File: src/hw/rtl/assert_macros.svh
// assertion macros shared by the rtl files of the point in tetrahedron block
// expects signals named clk and rst_n in the module that uses them
`ifndef ASSERT_MACROS_SVH
`define ASSERT_MACROS_SVH

// property checked at every rising clock edge outside reset
`define ASSERT_NOW(lbl, prop, msg) \
    lbl: assert property (@(posedge clk) disable iff (!rst_n) (prop)) else $error(msg);

// consequent checked in the cycle after the antecedent
`define ASSERT_NEXT(lbl, ante, cons, msg) \
    lbl: assert property (@(posedge clk) disable iff (!rst_n) (ante) |=> (cons)) \
        else $error(msg);

`endif

File: src/hw/rtl/pit_pkg.sv
// shared types, constants and microcode program of the point in tetrahedron block
// no dependencies
package pit_pkg;

    localparam int COORD_WIDTH_DEF = 16;
    localparam int NUM_STEPS = 18;

    typedef logic [4:0] step_t;

    localparam logic [1:0] LAST_FACET = 2'd3;

    // facet vertex order a, b, c
    localparam logic [1:0] FACET_TAB [4][3] = '{
        '{2'd0, 2'd1, 2'd3},
        '{2'd1, 2'd2, 2'd3},
        '{2'd2, 2'd0, 2'd3},
        '{2'd0, 2'd2, 2'd1}
    };

    typedef enum logic [1:0] {RD_NONE, RD_A, RD_B, RD_C} rd_role_t;
    typedef enum logic [1:0] {D_NONE, D_AP, D_AB, D_AC} diff_op_t;
    typedef enum logic [1:0] {MA_AC, MA_LO, MA_HI} mula_sel_t;
    typedef enum logic {MB_AB, MB_AP} mulb_sel_t;
    typedef enum logic [2:0] {OP_NONE, OP_HOLD, OP_CR, ACC_SET, ACC_ADD, ACC_ADD_HI} acc_op_t;
    typedef enum logic {FL_NEXT, FL_CHECK} flow_t;

    typedef enum logic {SQ_IDLE, SQ_RUN} seq_state_t;

    typedef struct packed {
        rd_role_t   rd;
        diff_op_t   dop;
        mula_sel_t  a_sel;
        logic [1:0] a_idx;
        mulb_sel_t  b_sel;
        logic [1:0] b_idx;
        acc_op_t    op;
        logic [1:0] cr_idx;
        flow_t      flow;
    } ctrl_t;

    typedef struct packed {
        logic idle;
        logic running;
        logic finish;
    } seq_stat_t;

    localparam ctrl_t CTRL_NOP = '0;

    function automatic logic [1:0] facet_vertex(logic [1:0] facet, rd_role_t role);
        logic [1:0] v;
        unique case (role)
            RD_B:    v = FACET_TAB[facet][1];
            RD_C:    v = FACET_TAB[facet][2];
            default: v = FACET_TAB[facet][0];
        endcase
        return v;
    endfunction

    function automatic ctrl_t cw(rd_role_t rd, diff_op_t dop, mula_sel_t as, logic [1:0] ai,
                                 mulb_sel_t bs, logic [1:0] bi, acc_op_t op,
                                 logic [1:0] ci, flow_t fl);
        ctrl_t w;
        w.rd     = rd;
        w.dop    = dop;
        w.a_sel  = as;
        w.a_idx  = ai;
        w.b_sel  = bs;
        w.b_idx  = bi;
        w.op     = op;
        w.cr_idx = ci;
        w.flow   = fl;
        return w;
    endfunction

    // one facet: vertex reads and differences, cross product, split dot product, sign check
    function automatic ctrl_t ucode_word(step_t s);
        ctrl_t w;
        unique case (s)
            5'd0:  w = cw(RD_A, D_NONE, MA_AC, 2'd0, MB_AB, 2'd0, OP_NONE, 2'd0, FL_NEXT);
            5'd1:  w = cw(RD_B, D_AP, MA_AC, 2'd0, MB_AB, 2'd0, OP_NONE, 2'd0, FL_NEXT);
            5'd2:  w = cw(RD_C, D_AB, MA_AC, 2'd0, MB_AB, 2'd0, OP_NONE, 2'd0, FL_NEXT);
            5'd3:  w = cw(RD_NONE, D_AC, MA_AC, 2'd0, MB_AB, 2'd0, OP_NONE, 2'd0, FL_NEXT);
            5'd4:  w = cw(RD_NONE, D_NONE, MA_AC, 2'd1, MB_AB, 2'd2, OP_NONE, 2'd0, FL_NEXT);
            5'd5:  w = cw(RD_NONE, D_NONE, MA_AC, 2'd2, MB_AB, 2'd1, OP_HOLD, 2'd0, FL_NEXT);
            5'd6:  w = cw(RD_NONE, D_NONE, MA_AC, 2'd2, MB_AB, 2'd0, OP_CR, 2'd0, FL_NEXT);
            5'd7:  w = cw(RD_NONE, D_NONE, MA_AC, 2'd0, MB_AB, 2'd2, OP_HOLD, 2'd0, FL_NEXT);
            5'd8:  w = cw(RD_NONE, D_NONE, MA_AC, 2'd0, MB_AB, 2'd1, OP_CR, 2'd1, FL_NEXT);
            5'd9:  w = cw(RD_NONE, D_NONE, MA_AC, 2'd1, MB_AB, 2'd0, OP_HOLD, 2'd0, FL_NEXT);
            5'd10: w = cw(RD_NONE, D_NONE, MA_LO, 2'd0, MB_AP, 2'd0, OP_CR, 2'd2, FL_NEXT);
            5'd11: w = cw(RD_NONE, D_NONE, MA_LO, 2'd1, MB_AP, 2'd1, ACC_SET, 2'd0, FL_NEXT);
            5'd12: w = cw(RD_NONE, D_NONE, MA_LO, 2'd2, MB_AP, 2'd2, ACC_ADD, 2'd0, FL_NEXT);
            5'd13: w = cw(RD_NONE, D_NONE, MA_HI, 2'd0, MB_AP, 2'd0, ACC_ADD, 2'd0, FL_NEXT);
            5'd14: w = cw(RD_NONE, D_NONE, MA_HI, 2'd1, MB_AP, 2'd1, ACC_ADD_HI, 2'd0, FL_NEXT);
            5'd15: w = cw(RD_NONE, D_NONE, MA_HI, 2'd2, MB_AP, 2'd2, ACC_ADD_HI, 2'd0, FL_NEXT);
            5'd16: w = cw(RD_NONE, D_NONE, MA_AC, 2'd0, MB_AB, 2'd0, ACC_ADD_HI, 2'd0, FL_NEXT);
            5'd17: w = cw(RD_NONE, D_NONE, MA_AC, 2'd0, MB_AB, 2'd0, OP_NONE, 2'd0, FL_CHECK);
            default: w = CTRL_NOP;
        endcase
        return w;
    endfunction

endpackage

File: src/hw/rtl/pit_seq.sv
// microcode sequencer: step counter, facet counter and control word fetch
// depends on pit_pkg and assert_macros.svh
`include "assert_macros.svh"

module pit_seq (
    input  logic              clk,
    input  logic              rst_n,
    input  logic              start,
    input  logic              out_free,
    output pit_pkg::ctrl_t    ctrl,
    output logic [1:0]        facet,
    output pit_pkg::seq_stat_t stat
);
    import pit_pkg::*;

    seq_state_t state_reg, state_next;
    step_t      step_reg, step_next;
    logic [1:0] facet_reg, facet_next;
    ctrl_t      word;
    logic       finish;

    always_ff @(posedge clk or negedge rst_n)
    begin
        if (!rst_n)
        begin
            state_reg <= SQ_IDLE;
            step_reg  <= '0;
            facet_reg <= '0;
        end
        else
        begin
            state_reg <= state_next;
            step_reg  <= step_next;
            facet_reg <= facet_next;
        end
    end

    always_comb
    begin
        state_next = state_reg;
        step_next  = step_reg;
        facet_next = facet_reg;
        finish     = 1'b0;
        word       = ucode_word(step_reg);
        unique case (state_reg)
            SQ_IDLE:
            begin
                if (start)
                begin
                    state_next = SQ_RUN;
                    step_next  = '0;
                    facet_next = '0;
                end
            end
            SQ_RUN:
            begin
                if (word.flow == FL_CHECK)
                begin
                    if (facet_reg == LAST_FACET)
                    begin
                        // hold on the check step until the result slot is free
                        if (out_free)
                        begin
                            finish     = 1'b1;
                            state_next = SQ_IDLE;
                        end
                    end
                    else
                    begin
                        facet_next = facet_reg + 2'd1;
                        step_next  = '0;
                    end
                end
                else
                begin
                    step_next = step_reg + 5'd1;
                end
            end
            default: state_next = SQ_IDLE;
        endcase
    end

    assign ctrl         = (state_reg == SQ_RUN) ? word : CTRL_NOP;
    assign facet        = facet_reg;
    assign stat.idle    = (state_reg == SQ_IDLE);
    assign stat.running = (state_reg == SQ_RUN);
    assign stat.finish  = finish;

    `ASSERT_NEXT(a_start_clean, start && state_reg == SQ_IDLE,
        state_reg == SQ_RUN && step_reg == '0 && facet_reg == '0, "bad test start")
    `ASSERT_NEXT(a_finish_idle, finish, state_reg == SQ_IDLE, "no idle after finish")
    `ASSERT_NEXT(a_facet_adv,
        state_reg == SQ_RUN && word.flow == FL_CHECK && facet_reg != LAST_FACET,
        step_reg == '0 && facet_reg == $past(facet_reg) + 2'd1, "facet did not advance")

endmodule

File: config.mk
export PLATFORM = sky130hd
export DESIGN_NAME = pit_seq
export DESIGN_NICKNAME = d
export VERILOG_FILES = /design/src/hw/rtl/pit_pkg.sv /design/src/hw/rtl/pit_seq.sv
export VERILOG_INCLUDE_DIRS = /design/src /design/src/hw/rtl
export SDC_FILE = /design/constraint.sdc
export NUM_CORES = 1
export LEC_CHECK = 0
export ABC_AREA = 1
export BUFFER_PORTS_ARGS = -buffer_cell sky130_fd_sc_hd__buf_2
export CAP_MARGIN = 10
export CORE_ASPECT_RATIO = 1.5
export CORE_UTILIZATION = 40
export CTS_CLUSTER_DIAMETER = 60
export CTS_CLUSTER_SIZE = 10
export DETAILED_ROUTE_END_ITERATION = 7
export PLACE_DENSITY = 0.67
export SYNTH_ARGS = -nofsm -noshare
export SYNTH_HDL_FRONTEND = slang
export SYNTH_SLANG_ARGS = --single-unit
File: constraint.sdc
create_clock -name clk -period 2 [get_ports clk]
set_input_delay 0.2 -clock clk [delete_from_list [all_inputs] [get_ports clk]]
set_output_delay 0.2 -clock clk [all_outputs]
set_load 0.005 [all_outputs]
-- After elaboration in Yosys (flattened, before gate mapping)
Memories as Yosys holds them, arrays and structs flattened.
Cells that the tools add are included.
Widths: inputs -> output; s select.
- reduce and logical (&&, ||, !) cells: 2
- muxes and demuxes: 18
- eq/ne operators: 5
- bitwise operators: 1
- add/subtract/negate cells: 2
- operator list (cell ; number):
    $mux 17 ; 1
    $mux 5 ; 3
    $pmux 5 s2 ; 1
    $mux 1 ; 8
    $mux 2 ; 3
    $add 5x1->5 const B ; 1
    $ne 2x2->1 const B ; 2
    $pmux 2 s2 ; 1
    $ne 3x3->1 const B ; 1
    $reduce_and 3->1 ; 1
    $add 2x1->2 const B ; 1
    $eq 2x2->1 const B ; 1
    $ne 2x1->1 const B ; 1
    $pmux 1 s2 ; 1
    $reduce_and 2->1 ; 1
    $not 1->1 ; 1
- output and inout port bits: 22
- input bits: 4
- memories kept: 1
- register bits after elaboration: 8
- word-level logic and storage cells: 32
- ROM bits: 544
- memories (name ; depth ; width ; rd ports ; clocked after Yosys merged registers in ; write ports ; line ; text):
    (name not given) ; 32 ; 17 ; 1 ; 0 ; 0 ; pit_pkg.sv:78 ; unique case (s)

-- Logic depth before layout (Yosys ltp)
Gate-level depths: netlist (run 1).
- word-level depth: 4
- mapped depth: 9
- depth with buffers taken out: 9

-- Worst setup path before layout (run 1)
Ideal clock, no wire load.
- path kind: register -> output
- start point: register step_reg[0]
- end point: output port ctrl[6] (netlist bit)
- arrival time: 1.288 ns
- slack: 0.512 ns
- cell stages (with the launch flop): 8
- data required time: 1.800 ns
- path buffers: 0
- cell sequence: dfrtp_1 -> inv_1 -> ha_1 -> nand2_1 -> inv_1 -> o21ai_0 -> nand2_1 -> inv_1
- RTL lines (item ; line ; text):
    start, declared ; pit_seq.sv:17 ; step_t step_reg, step_next;
    start signal, assigned ; pit_seq.sv:33 ; step_reg <= step_next;
    end, declared ; pit_seq.sv:10 ; output pit_pkg::ctrl_t ctrl,

==> results of run 1 <==
==> report_power, final <==
part / internal (mW) / total [mW] / leakage, nW / switching, mW
registers: 0.239 / 0.396 / 0.0909 / 0.157
clock network: 0.0685 / 0.121 / 0.0138 / 0.0525
logic: 0.465 / 1.07 / 0.497 / 0.601
total: 0.772 / 1.58 / 0.602 / 0.811
==> cell type report <==
| type | instances | area share |
|---|---|---|
| Inverter | 16 | 0.06423 |
| Tap cell | 21 | 0.02645 |
| Sequential cell | 8 | 0.2040 |
| Timing Repair Buffer | 30 | 0.1662 |
| Multi-Input combinational cell | 90 | 0.5164 |
| Clock buffer | 3 | 0.02267 |
==> kinds of logic after synthesis <==
family          Yosys count
fa+ha+maj                 7
compound gates            7
flops                     8
buf+inv                  21
simple gates             75
xor+xnor                  1
==> path summary, 6_finish.rpt <==
check / to
worst max-delay path: stat[0]
worst min-delay path: state_reg$_DFF_PN0_
worst max register to register: facet[0]$_DFFE_PN0P_
worst min register to register: facet[1]$_DFFE_PN0P_
max in group asynchronous: step_reg[1]$_DFFE_PN0P_
min in group asynchronous: step_reg[0]$_DFFE_PN0P_
==> Yosys cell counts (all sizes together) <==
library cell | instances | area, µm²
a21oi | 2 | 10.01
a21boi | 1 | 7.510
nor2 | 20 | 102.6
dfrtp | 8 | 200.2
nand3 | 16 | 80.08
nand2 | 35 | 153.9
nand4 | 2 | 12.51
buf | 5 | 45.04
nor3 | 2 | 15.01
o21a | 1 | 7.510
inv | 16 | 60.06
o21ai | 3 | 15.01
xor2 | 1 | 8.760
ha | 7 | 87.58
==> repair_timing <==
action / in CTS / in global routing
gates cloned: 0 / 0
resized for setup: 1 / 3
buffers inserted: 0 / 3
hold buffers: 1 / 0
endpoints found under the setup margin: 1 / 2
endpoints found under the hold margin: 8 / 0
==> worst min-delay path, delay by kind of cell <==
family,cells,cell delay (ns)
simple gates,2,0.13
buf+inv,1,0.08
==> per-layer routing <==
| metal | vias up | wire (µm) | global-route usage |
|---|---|---|---|
| met4 | 0 | 39 | 0.1084 |
| met2 | 37 | 973 | 0.3405 |
| li1 | 428 | - | - |
| met3 | 4 | 106 | 0.02335 |
| met1 | 379 | 781 | 0.2071 |
| met5 | - | 0 | 0 |
==> stage by stage <==
step                cells  hold slack (ns)  setup WS, ns  cell area, µm²    util
finish                168           0.2053        0.1550           993.5  0.5358
CTS                   165           0.2092       0.05439           953.4  0.5142
floorplan             119         -0.09559        0.5115           805.8       -
detailed placement    161          0.04651        0.2654           919.6  0.4960
global placement      161          0.05104        0.3297           919.6  0.4960
global route          168           0.2331       0.03088           993.5  0.5358
==> summary.md, run 1 <==
| Metric | Value |
|---|---|
| Max FFs per register | `5` |
| Seq/Total Area, Yosys | `0.2484` |
| R2R Setup Slk | `0.48 ns` |
| Vias after detailed routing | `848` |
| First-pass GRT wire length | `3056 µm` |
| Syn Inst Count | `119` |
| Worst Path Buf+Inv | `3` |
| Power consumption | `1.583 mW` |
| Max frequency | `0.5420 GHz` |
| Antenna violations before repair | `0` |
| Vias per inst | `5.048` |
| Most used cell, CP | `inv_1` |
| Drt wl/cell | `11.31 µm` |
| ANT nets after route | `0` |
| Synth Register Bits | `8` |
| Xor and xnor area share after synthesis | `0.01087` |
| Post-route DRC | `0` |
| Crit path launch | `step_reg[1]$_DFFE_PN0P_` |
| Layout area overhead | `23.29%` |
| CTS root buf | `clkbuf_4` |
| Die Ht | `56.97 µm` |
| RSZ-0062 raised after global routing | `no` |
| Worst EP arrival | `1.65 ns` |
| Mean Syn Cell Area | `6.771 µm²` |
| Peak supply drop | `0.7770 mV` |
| Final hold vios | `0` |
| Startpoint Class | `register` |
| GP Congestion | `0.7238` |
| Core Area | `1854 µm²` |
| Ratio of cells with drive above 1 in the final layout | `0.3537` |
| Starting density of the core | `0.4345` |
| Slew @ Worst Pin | `0.4633 ns` |
| CTS tree | `done` |
| Adder-Cell Fraction of Synth Area | `0.1087` |
| DP HPWL | `1431 µm` |
| Die ar. | `2202 µm²` |
| Crit-path cells | `inv_1 > ha_1 > nand2_1 > inv_1 > nand2_4 > nor2_1 > buf_2` |
| Rel. slew slack | `0.6912` |
| Setup crit end kind | `output port` |
| Worst path top cell family by delay | `flip-flops` |
| WS Path Type | `reg -> out` |
| Worst min-delay path category | `in -> reg` |
| Multi-input gate area | `513.0 µm²` |
| Reg2reg path depth | `9` |
| Outcome | `finished clean` |
| Post-synthesis net count | `130` |
| # nets final | `160` |
| Clk pin slew, worst setup/hold paths | `0.05 ns` |
| Post-synthesis simple-gate area fraction | `0.4519` |
| I/O Buffers | `25` |
| Clock Sinks | `8` |
| Most frequent cells in the layout | `nand2_1, buf_2, nand3_1` |
| GRT Total Usage | `0.1928` |
| RR Startpoint | `step_reg[1]$_DFFE_PN0P_` |
| Largest net degree at the start of global routing | `12` |
| Slew Viols, Final | `0` |
| Unique masters post-synth | `22` |
| Skew final | `0.001379 ns` |
| Total grt overflow | `0` |
| Fillers | `186` |
| Slowest-stage cell, CP | `dfrtp_2` |
| Critical Path Max Stage Delay | `0.46 ns` |
| Register area | `202.7 µm²` |
| Hold Path Cell Cnt | `3` |
| Compound-Gate Fraction of Synth Area | `0.04969` |
| Leakage | `0.6015 nW` |
| Post-synthesis mux area share | `0` |
| Antenna Cells | `0` |
| Post-Syn Area | `805.8 µm²` |
| Number of global-route vias before repair | `745` |
| Leading cell type in the layout, fill and taps excluded | `nand2_1` |
| Boundary Pins | `26` |
| Clk buf depth | `2` |
| Drt total wl | `1900 µm` |
| Die Span X | `38.65 µm` |
| Power Dens Cells | `1593 nW/µm²` |
| Synth warnings | `0` |
| Clock latency on the worst-skew pair | `0.25 ns` |
| H-tree levels | `1` |
| Req. time, crit path | `1.80 ns` |
| Tmin final | `1.845 ns` |
| Drt initial violations | `18` |
| TritonCTS buffer count | `3` |
| Drt pass-1 iters | `4` |
| Total negative slack | `0 ns` |
| Largest family of logic cells by synthesized area | `simple AND/OR/NAND/NOR gates` |
| Rows | `19` |
| CP max FO | `8` |
| Hold wc startpoint | `start` |
| # setup viols final | `0` |
| Period utilization | `0.9225` |
| Crit path depth | `7` |
| Max-Cap Viols | `0` |
Note: power is estimated with default switching activity, not from simulation.
==> inputs of run 2 (changes only) <==
--- a/config.mk
+++ b/config.mk
@@ -12,2 +12,3 @@
 export CORE_ASPECT_RATIO = 1.5
+export CORE_MARGIN = 1.5
 export CORE_UTILIZATION = 40
@@ -16,3 +17,3 @@
 export DETAILED_ROUTE_END_ITERATION = 7
-export PLACE_DENSITY = 0.67
+export PLACE_DENSITY = 0.65
 export SYNTH_ARGS = -nofsm -noshare
==> constraint.sdc (replaced) <==
create_clock -name clk -period 2 [get_ports clk]
set_input_delay 0.4 -clock clk [delete_from_list [all_inputs] [get_ports clk]]
set_output_delay 0.4 -clock clk [all_outputs]
set_load 0.005 [all_outputs]
==> run 2 against run 1 <==
Effect of this change:
- final cell count decreased by 0.60%
- sequential power decreased by 7.8%
- highest routed layer unchanged
- largest power group unchanged
- non-clock buffer count decreased by 1
- core utilization decreased by 0.67 points
- critical path depth increased by 1
- worst hold slack improved by 0.19 ns
- design area decreased by 1.3%
- global-route usage decreased by 1.6 points
- combinational power about the same
- sequential share of layout area increased by 0.13 points
==> summary.md, run 2 (synthesis results as in run 1) <==
| Metric | Value |
|---|---|
| Tmin final | `1.870 ns` |
| Total negative slack | `0 ns` |
| Clock latency on the worst-skew pair | `0.26 ns` |
| Most frequent cells in the layout | `nand2_1, buf_2, nand3_1` |
| Final instance area | `980.9 µm²` |
| # setup viols final | `0` |
| RSZ-0062 raised after global routing | `no` |
| NetSw | `789.5 µW` |
| Largest net degree at the start of global routing | `12` |
| Period utilization | `0.9349` |
| TritonCTS buffer count | `3` |
| Die Span X | `39.65 µm` |
| Boundary Pins | `26` |
| Switching Fraction | `0.5094` |
| WS Path Type | `reg -> out` |
| # nets final | `159` |
| Logic gate share of total power | `0.684` |
| Clk pin slew, worst setup/hold paths | `0.06 ns` |
| Drt pass-1 iters | `3` |
| I/O Buffers | `25` |
| WHS | `0.3944 ns` |
| Total grt overflow | `0` |
| Ratio of cells with drive above 1 in the final layout | `0.3493` |
| Final core occ | `0.5290` |
| Power consumption | `1.550 mW` |
| Layout area overhead | `21.74%` |
| Drt wl/cell | `10.87 µm` |
| Max FFs per register | `5` |
| Clock Sinks | `8` |
| Clk buf depth | `2` |
| Final hold vios | `0` |
| DP HPWL | `1440 µm` |
| Die Ht | `57.97 µm` |
| Slew @ Worst Pin | `0.4618 ns` |
| CP max FO | `6` |
| Clock power frac | `0.080` |
| GRT Total Usage | `0.1772` |
| Req. time, crit path | `1.60 ns` |
| Antenna violations before repair | `0` |
| Post-route DRC | `0` |
| Worst EP arrival | `1.47 ns` |
| First-pass GRT wire length | `2863 µm` |
| Starting density of the core | `0.4345` |
| Global route hottest layer | `met2` |
| Number of global-route vias before repair | `719` |
| Core Area | `1854 µm²` |
| Fillers | `187` |
| Worst min-delay path category | `in -> reg` |
| DP Area | `934.6 µm²` |
| GP Congestion | `0.7295` |
| Power Dens Cells | `1580 nW/µm²` |
| Peak supply drop | `0.8138 mV` |
| CTS root buf | `clkbuf_4` |
| Global Route met2 Usage | `0.3326` |
| Rel. slew slack | `0.6921` |
| Max frequency | `0.5348 GHz` |
| Vias per inst | `4.988` |
| H-tree levels | `1` |
| CTS tree | `done` |
| Setup crit end kind | `output port` |
| Leading cell type in the layout, fill and taps excluded | `nand2_1` |
| Leakage | `0.6003 nW` |
| Rows | `19` |
| Drt total wl | `1815 µm` |
| Antenna Cells | `0` |
| Die ar. | `2298 µm²` |
| Internal | `760.2 µW` |
| Skew final | `0.01002 ns` |
| Startpoint Class | `register` |
| Slew Viols, Final | `0` |
| Vias after detailed routing | `833` |
| ANT nets after route | `0` |
| Setup bufs post-CTS | `0` |
| Drt initial violations | `15` |
| Max-Cap Viols | `0` |
| Outcome | `finished clean` |
| Sequential Power Share | `0.235` |
| Met1 Use GR | `0.1802` |
| M3 GR Usage | `0.01149` |
run 2: cell type report:
class	count	area, µm²	area share
multi-input cells	90	513.0	0.5230
flip-flops and latches	8	201.4	0.2054
repair buffers	29	157.7	0.1607
inverters	16	60.06	0.06122
well taps	21	26.28	0.02679
clock buffers	3	22.52	0.02296
run 2: repair_timing:
action / in CTS / in global routing
setup endpoints to repair: 0 / 2
resized for setup: 0 / 4
endpoints found under the hold margin: 8 / 0
hold buffers: 1 / 0
run 2: path summary, 6_finish.rpt:
path                                    startpoint                 endpoint  slack (ns)  cells past startpoint
max                        step_reg[0]$_DFFE_PN0P_                  ctrl[6]        0.13                      8
min                                          start      state_reg$_DFF_PN0_        0.39                      3
max reg2reg                step_reg[0]$_DFFE_PN0P_  step_reg[3]$_DFFE_PN0P_        0.64                      8
min reg2reg                   facet[1]$_DFFE_PN0P_     facet[1]$_DFFE_PN0P_        0.52                      2
max in group asynchronous                    rst_n  step_reg[2]$_DFFE_PN0P_        1.31                      2
min in group asynchronous                    rst_n  step_reg[0]$_DFFE_PN0P_        0.51                      2
run 2: power by group through the flow:
stage | clock (mW) | combinational [mW] | sequential [mW]
CTS | 0.129 | 1.03 | 0.358
global placement | 0 | 1.02 | 0.359
finish | 0.125 | 1.06 | 0.365
global route | 0.136 | 1.21 | 0.379
floorplan | 0 | 0.751 | 0.315
detailed placement | 0 | 1.03 | 0.360
run 2: per-layer routing:
metal	wire, µm	up-vias
met4	26	0
met5	0	-
met3	79	4
met1	764	374
li1	-	430
met2	943	25
run 2: worst max-delay path: stages (launching register included):
cell	delay (ns)
dfrtp_1	0.38
inv_2	0.13
ha_4	0.23
nand2_1	0.06
inv_1	0.06
o21ai_0	0.15
nand2_1	0.07
inv_1	0.04
buf_2	0.09
run 2: through the flow:
step / instances / setup slack (ns)
2_1_floorplan: 119 / 0.3115
3_5_place_dp: 163 / 0.3067
3_3_place_gp: 163 / 0.3390
5_1_grt: 167 / 0.02869
4_1_cts: 167 / 0.01621
6_report: 167 / 0.1303
